`config.mk`:
```
export PLATFORM = sky130hd
export DESIGN_NAME = valve_feedback_supervisor_core
export DESIGN_NICKNAME = d
export VERILOG_FILES = /design/src/rtl/core/vfs_pkg.sv /design/src/rtl/core/valve_feedback_supervisor_core.sv
export SDC_FILE = /design/constraint.sdc
export NUM_CORES = 1
export LEC_CHECK = 0
export ABC_AREA = 1
export BUFFER_PORTS_ARGS = -buffer_cell sky130_fd_sc_hd__clkbuf_2
export CAP_MARGIN = 10
export CORE_MARGIN = 2
export CORE_UTILIZATION = 60
export CTS_CLUSTER_DIAMETER = 80
export DETAILED_ROUTE_END_ITERATION = 8
export HOLD_SLACK_MARGIN = 0.1
export PLACE_DENSITY_LB_ADDON = 0.1
export SYNTH_ARGS = -nofsm -noshare
export SYNTH_HDL_FRONTEND = slang
export SYNTH_SLANG_ARGS = --single-unit
```
`constraint.sdc`:
```
create_clock -name clk -period 7.36 [get_ports clk]
set_input_delay 0.736 -clock clk [delete_from_list [all_inputs] [get_ports clk]]
set_output_delay 0.736 -clock clk [all_outputs]
set_load 0.005 [all_outputs]
```
`src/rtl/core/vfs_pkg.sv`:
```
// Shared constants for the valve feedback supervisor: valve kind codes,
// reported state codes, configuration register indexes and reset values.
// No dependencies.
`timescale 1ns / 1ps

package vfs_pkg;

  localparam int TIME_BITS_DEF = 32;
  localparam int NOW_W         = 32;
  localparam int CFG_IDX_W     = 2;
  localparam int CFG_DATA_W    = 16;
  localparam int KIND_W        = 3;
  localparam int STATE_W       = 3;
  localparam int CMD_W         = 2;

  // valve kinds
  localparam logic [KIND_W-1:0] KIND_ONE_OUT   = 3'd0;
  localparam logic [KIND_W-1:0] KIND_TWO_OUT   = 3'd1;
  localparam logic [KIND_W-1:0] KIND_OUT_FB    = 3'd2;
  localparam logic [KIND_W-1:0] KIND_OUT_2FB   = 3'd3;
  localparam logic [KIND_W-1:0] KIND_2OUT_2FB  = 3'd4;
  localparam logic [KIND_W-1:0] KIND_MIXPROOF  = 3'd5;

  // reported valve state
  localparam logic [STATE_W-1:0] ST_CLOSED = 3'd0;
  localparam logic [STATE_W-1:0] ST_OPEN   = 3'd1;
  localparam logic [STATE_W-1:0] ST_UPPER  = 3'd2;
  localparam logic [STATE_W-1:0] ST_LOWER  = 3'd3;
  localparam logic [STATE_W-1:0] ST_FAULT  = 3'd4;

  // commands
  localparam logic [CMD_W-1:0] CMD_CLOSE = 2'd0;
  localparam logic [CMD_W-1:0] CMD_OPEN  = 2'd1;
  localparam logic [CMD_W-1:0] CMD_UPPER = 2'd2;
  localparam logic [CMD_W-1:0] CMD_LOWER = 2'd3;

  // configuration register indexes
  localparam logic [CFG_IDX_W-1:0] CFG_VALVE_KIND  = 2'd0;
  localparam logic [CFG_IDX_W-1:0] CFG_FB_POLARITY = 2'd1;
  localparam logic [CFG_IDX_W-1:0] CFG_SWITCH_TIME = 2'd2;

  localparam logic [CFG_DATA_W-1:0] SWITCH_TIME_RST = 16'd1000;

endpackage

```
`src/rtl/core/valve_feedback_supervisor_core.sv`:
```
// Valve feedback supervisor top level: command handling, feedback check and
// switch timeout, one result register on the output side.
// Depends on vfs_pkg.
`timescale 1ns / 1ps

// Usage:
//  - Input channel (in_valid/in_ready): one word per I/O scan, carrying an
//    optional command, the two feedback bits and the millisecond timestamp.
//  - Output channel (out_valid/out_ready): one word per input word, with the
//    reported valve state and the drive bits to put on the coils.
//  - Config port (cfg_we/cfg_index/cfg_wdata): valve kind, feedback polarity
//    and switch time; write only while no word is in flight.
//  - A word taken at an edge shows on the output after that edge. Throughput
//    is one word per cycle when not stalled; the command update, feedback
//    match and timeout compare all sit between the input ports and the result
//    register, and the held coil bits and start time update at the same edge.
//  - in_ready is high whenever the result register is empty or being drained
//    in the same cycle, so a stalled receiver holds off at most one word.
//  - Synchronous reset clears the coils, the start time and the output valid,
//    and loads the config defaults (one output, inverted feedback, 1000 ms).
module valve_feedback_supervisor_core
  import vfs_pkg::*;
#(
  parameter int TIME_BITS = TIME_BITS_DEF
) (
  input  logic                  clk,
  input  logic                  rst_n,
  input  logic                  cfg_we,
  input  logic [CFG_IDX_W-1:0]  cfg_index,
  input  logic [CFG_DATA_W-1:0] cfg_wdata,
  input  logic                  in_valid,
  output logic                  in_ready,
  input  logic                  in_cmd_valid,
  input  logic [CMD_W-1:0]      in_cmd,
  input  logic                  in_fb_first,
  input  logic                  in_fb_second,
  input  logic [NOW_W-1:0]      in_now_ms,
  output logic                  out_valid,
  input  logic                  out_ready,
  output logic [STATE_W-1:0]    out_valve_state,
  output logic                  out_drive_main,
  output logic                  out_drive_second,
  output logic                  out_drive_upper,
  output logic                  out_drive_lower
);

  localparam int NOW_USE = (TIME_BITS < NOW_W) ? TIME_BITS : NOW_W;

  logic [KIND_W-1:0]     kind_r;
  logic                  pol_r;
  logic [CFG_DATA_W-1:0] swtime_r;

  logic                  coil_main_r, coil_main_nxt;
  logic                  coil_second_r, coil_second_nxt;
  logic                  seat_upper_r, seat_upper_nxt;
  logic                  seat_lower_r, seat_lower_nxt;
  logic [TIME_BITS-1:0]  start_r, start_nxt;

  logic                  out_valid_r;
  logic [STATE_W-1:0]    state_r, state_nxt;
  logic                  drv_main_r, drv_second_r, drv_upper_r, drv_lower_r;

  logic [TIME_BITS-1:0]  time_now;
  logic                  accept;

  assign time_now = TIME_BITS'(in_now_ms[NOW_USE-1:0]);
  assign in_ready = !out_valid_r || out_ready;
  assign accept   = in_valid && in_ready;

  always_comb begin
    logic                 cm, cs, su, sl, on, tgt, match, tout;
    logic [TIME_BITS-1:0] st, diff;
    cm    = coil_main_r;
    cs    = coil_second_r;
    su    = seat_upper_r;
    sl    = seat_lower_r;
    st    = start_r;
    on    = (in_cmd != CMD_CLOSE);
    tgt   = (in_cmd == CMD_OPEN);
    match = 1'b0;

    // command first, then evaluate against the updated drives
    if (in_cmd_valid) begin
      case (kind_r) inside
        KIND_ONE_OUT: begin
          cm = on;
        end
        KIND_TWO_OUT: begin
          cm = !on;
          cs = on;
        end
        KIND_OUT_FB, KIND_OUT_2FB: begin
          if (cm != on) begin
            st = time_now;
            cm = on;
          end
        end
        KIND_2OUT_2FB: begin
          if (on && !cs) begin
            st = time_now;
            cm = 1'b0;
            cs = 1'b1;
          end else if (!on && !cm) begin
            st = time_now;
            cm = 1'b1;
            cs = 1'b0;
          end
        end
        KIND_MIXPROOF: begin
          if (cm != tgt) begin
            st = time_now;
            cm = tgt;
          end
          su = (in_cmd == CMD_UPPER);
          sl = (in_cmd == CMD_LOWER);
        end
        default: begin
        end
      endcase
    end

    diff = time_now - st;
    tout = (diff > TIME_BITS'(swtime_r));

    case (kind_r) inside
      KIND_ONE_OUT: begin
        state_nxt = STATE_W'(cm);
      end
      KIND_TWO_OUT: begin
        state_nxt = (cm == cs) ? ST_FAULT : STATE_W'(cs);
      end
      KIND_OUT_FB: begin
        match = pol_r ? (in_fb_first == cm) : (in_fb_first != cm);
        if (match) state_nxt = STATE_W'(cm);
        else       state_nxt = tout ? ST_FAULT : STATE_W'(!cm);
      end
      KIND_OUT_2FB, KIND_MIXPROOF: begin
        match = (!cm && in_fb_first && !in_fb_second) ||
                (cm && in_fb_second && !in_fb_first);
        if (match) begin
          if (kind_r == KIND_MIXPROOF && !cm && su)      state_nxt = ST_UPPER;
          else if (kind_r == KIND_MIXPROOF && !cm && sl) state_nxt = ST_LOWER;
          else                                           state_nxt = STATE_W'(cm);
        end else begin
          state_nxt = tout ? ST_FAULT : STATE_W'(cm);
        end
      end
      KIND_2OUT_2FB: begin
        match = (in_fb_first == cm) && (in_fb_second == cs);
        if (match) state_nxt = STATE_W'(cs);
        else       state_nxt = tout ? ST_FAULT : STATE_W'(cs);
      end
      default: begin
        state_nxt = ST_CLOSED;
      end
    endcase

    if (match) st = time_now;

    coil_main_nxt   = cm;
    coil_second_nxt = cs;
    seat_upper_nxt  = su;
    seat_lower_nxt  = sl;
    start_nxt       = st;
  end

  // configuration registers
  always_ff @(posedge clk) begin
    if (!rst_n) begin
      kind_r   <= KIND_ONE_OUT;
      pol_r    <= 1'b0;
      swtime_r <= SWITCH_TIME_RST;
    end else if (cfg_we) begin
      unique case (cfg_index)
        CFG_VALVE_KIND:  kind_r   <= cfg_wdata[KIND_W-1:0];
        CFG_FB_POLARITY: pol_r    <= cfg_wdata[0];
        CFG_SWITCH_TIME: swtime_r <= cfg_wdata;
        default: begin
        end
      endcase
    end
  end

  // held valve state
  always_ff @(posedge clk) begin
    if (!rst_n) begin
      coil_main_r   <= 1'b0;
      coil_second_r <= 1'b0;
      seat_upper_r  <= 1'b0;
      seat_lower_r  <= 1'b0;
      start_r       <= '0;
    end else if (accept) begin
      coil_main_r   <= coil_main_nxt;
      coil_second_r <= coil_second_nxt;
      seat_upper_r  <= seat_upper_nxt;
      seat_lower_r  <= seat_lower_nxt;
      start_r       <= start_nxt;
    end
  end

  always_ff @(posedge clk) begin
    if (!rst_n) begin
      out_valid_r <= 1'b0;
    end else if (accept) begin
      out_valid_r <= 1'b1;
    end else if (out_ready) begin
      out_valid_r <= 1'b0;
    end
  end

  // result word, no reset needed
  always_ff @(posedge clk) begin
    if (accept) begin
      state_r      <= state_nxt;
      drv_main_r   <= (kind_r <= KIND_MIXPROOF) && coil_main_nxt;
      drv_second_r <= (kind_r == KIND_TWO_OUT || kind_r == KIND_2OUT_2FB) &&
                      coil_second_nxt;
      drv_upper_r  <= (kind_r == KIND_MIXPROOF) && seat_upper_nxt;
      drv_lower_r  <= (kind_r == KIND_MIXPROOF) && seat_lower_nxt;
    end
  end

  assign out_valid        = out_valid_r;
  assign out_valve_state  = state_r;
  assign out_drive_main   = drv_main_r;
  assign out_drive_second = drv_second_r;
  assign out_drive_upper  = drv_upper_r;
  assign out_drive_lower  = drv_lower_r;

endmodule

```
==> results.md <==
* Worst path max stage delay at 0.66 ns
* Initial drt markers at around 1.0k
* Worst vdd ir at 0.178 mV
* Worst-Skew Late Latency at between 0.3 and 0.4 ns
* First drt pass iteration count at 6
* Max-slew violations at 0
* Synth area leader: dfxtp_1
* CP Launch Type: register
* Worst setup path start: kind_r[2]$_SDFFE_PN0P_
* Final period util at 0.827
* CORE AREA at 11000 um^2
* CTS Sinks at 64
* Post_cts resized at 0
* First-pass GRT wire length at around 34000 um
* GRT Residual Overflow at 0
* Root Buffer: clkbuf_16
* Nets at 1255
* CTS tree: yes
* EDFF count, synth at 7
* Flops & latches, synth at 64
* Rows at 38
* Synthesized area at ~7000 um^2
* Die height at 111 um
* Ports at 69
* Netlist cell types at 47
* FMAX at 0.164 GHz
* Final WL at 20300 um
* Final min period at around 6.1 ns
* TritonCTS Buffers at 9
* CTS Hold Bufs at 0
* Global placement routability congestion at between 1 and 1.5
* Setup Fix Bufs, Post-CTS at 0
* Top post-synthesis cells by area: dfxtp_1, a21oi_1, nand2_1
* Vias per inst at 6.00
* PortBufs at 68
* Min-delay src: swtime_r[11]$_SDFFE_PN0P_
* Cell mode on critical path: nand2_1
* Global Route Usage Sum at 0.330
* Vias after detailed routing at slightly below 8k
* Most frequent cells in the layout: nand2_1, a21oi_1, inv_1
* Die area at ~12000 um^2
* Commonest non-fill, non-tap cell in the layout: nand2_1
* Clock transition at path regs at about 0.060 ns
* Worst Max-Slew Pin Slew at 1.10 ns
* Syn-to-layout area delta at 9.91%
* CP delay by family, top: simple AND/OR/NAND/NOR gates
* PwrDens at 171 nW/um^2
* Antenna Nets Post-Route at 0
* Clock Skew at between 0.006 and 0.007 ns
* Dpl hpwl at 15200 um
* Number of synthesis warnings at 0
* Share of layout cells above drive strength 1 at 0.122
* CP max FO at 33
* Crit. End Element: register
* Yosys top cell area share at 0.167
* Initial core utilization at 0.623
* H-Tree Depth at 3
* Final Hold Viols at 0
* Final WS setup at 1.28 ns
* Setup TNS at 0 ns
* Relative slew slack at 0.267
* Syn Area/Cell at 6.17 um^2
* Max clock buf depth at 2
* Vias in the first global route at 6781
* Data required time of the critical path at 7.47 ns
* RR Startpoint: kind_r[2]$_SDFFE_PN0P_
* RSZ-0062 raised after global routing: no
* Setup CP Type: reg -> reg
* Mapped Nets at 1217
* Status: complete, no violations
* Arr. time, crit path at 6.19 ns
* Maxcap violations at 0
* Worst path slowest cell: inv_2
* Largest net degree at the start of global routing at 68
* DRC viols at 0
* Cells after Synth at 1108
* Worst slack at placement at 1.38 ns
* Routed wire per std cell at 15.7 um
* Antenna violations before repair at 0
* Seq/Total Area, Yosys at 0.198
* Fillers at 1041
* Final count of negative-setup-slack endpoints at 0
* Leak at around 0.0033 uW
* Diodes inserted at 0
* CP Buf/Inv Count at 7
* Final cell utilization of the core at 0.685
* Synth Flop Type: dfxtp_1
* Die width at 111 um
* Fraction of registers with async set/reset at 0
* Min-delay worst type: reg -> reg
-- cells in the mapped netlist, drive strengths merged, types with 3 or more instances --
library cell	count
o31ai	3
nor3	11
a21oi	158
nor2	104
edfxtp	7
o21bai	3
nand4	6
nand3b	3
clkinv	3
a21boi	3
o21ai	77
dfxtp	57
o211ai	42
clkbuf	35
a31oi	4
o21a	36
ha	48
inv	138
buf	10
xor2	15
nand3	105
nand2	227
-- tightest hold or removal path, delay by kind of cell (launching register included) --
kind,cells,cell delay [ns]
AOI/OAI and AO/OA,1,0.06
buffers and inverters,1,0.06
DFF,1,0.29
-- where the power goes --
group	switching (uW)	internal (uW)
logic	302	158
clock network	184	251
registers	15.2	373
total	502	783
-- flip-flops by register name, summed over array words and instances, names as in the netlist --
signal,count
out_drive_second,1
kind_r,3
coil_main_r,1
start_r,32
out_drive_main,1
coil_second_r,1
seat_lower_r,1
swtime_r,16
out_valid,1
out_drive_lower,1
pol_r,1
out_drive_upper,1
seat_upper_r,1
out_valve_state,3
-- logic make-up (layout without fill, tap and decap cells) --
| family | after synthesis | count (layout) | synth area share |
|---|---|---|---|
| adder cells (fa/ha/maj) | 49 | 49 | 0.0907 |
| AO/OA/AOI/OAI | 336 | 336 | 0.285 |
| buffers and inverters | 186 | 229 | 0.103 |
| AND/OR/NAND/NOR | 458 | 458 | 0.305 |
| flip-flops | 64 | 64 | 0.198 |
| XOR/XNOR | 15 | 15 | 0.0192 |
-- worst paths after layout --
| kind | endpoint | slack, ns | cells past startpoint |
|---|---|---|---|
| max | out_valve_state[2]$_SDFFCE_PP0P_ | 1.28 | 33 |
| min | swtime_r[11]$_SDFFE_PN0P_ | 0.46 | 2 |
| max reg2reg | out_valve_state[2]$_SDFFCE_PP0P_ | 1.28 | 33 |
| min reg2reg | swtime_r[11]$_SDFFE_PN0P_ | 0.46 | 2 |
-- per-layer routing --
metal  vias up  track usage  wire length, um
li1       3855            -                -
met1      3472        0.475             9340
met2       384        0.494             8510
met3        35       0.0689             2050
met4         0       0.0958              425
met5         -            0                0
-- layout make-up --
type | instances | area (um^2) | area share
tap | 140 | 175 | 0.0233
clock buffer | 10 | 250 | 0.0333
timing repair buffer | 72 | 370 | 0.0493
inverter | 141 | 529 | 0.0704
multi-input combinational | 858 | 4790 | 0.638
sequential | 64 | 1350 | 0.180
clock inverter | 6 | 48.8 | 0.00649
-- per-stage QoR --
step	area [um^2]	instances	hold WS, ns	total power (uW)
after floorplan	6840	1108	0.435	724
after global placement	7220	1275	0.455	837
after detailed placement	7220	1275	0.458	841
after CTS	7520	1291	0.467	1280
after global routing	7520	1291	0.478	1360
final	7520	1291	0.463	1280
Note: power is estimated with default switching activity, not from simulation.
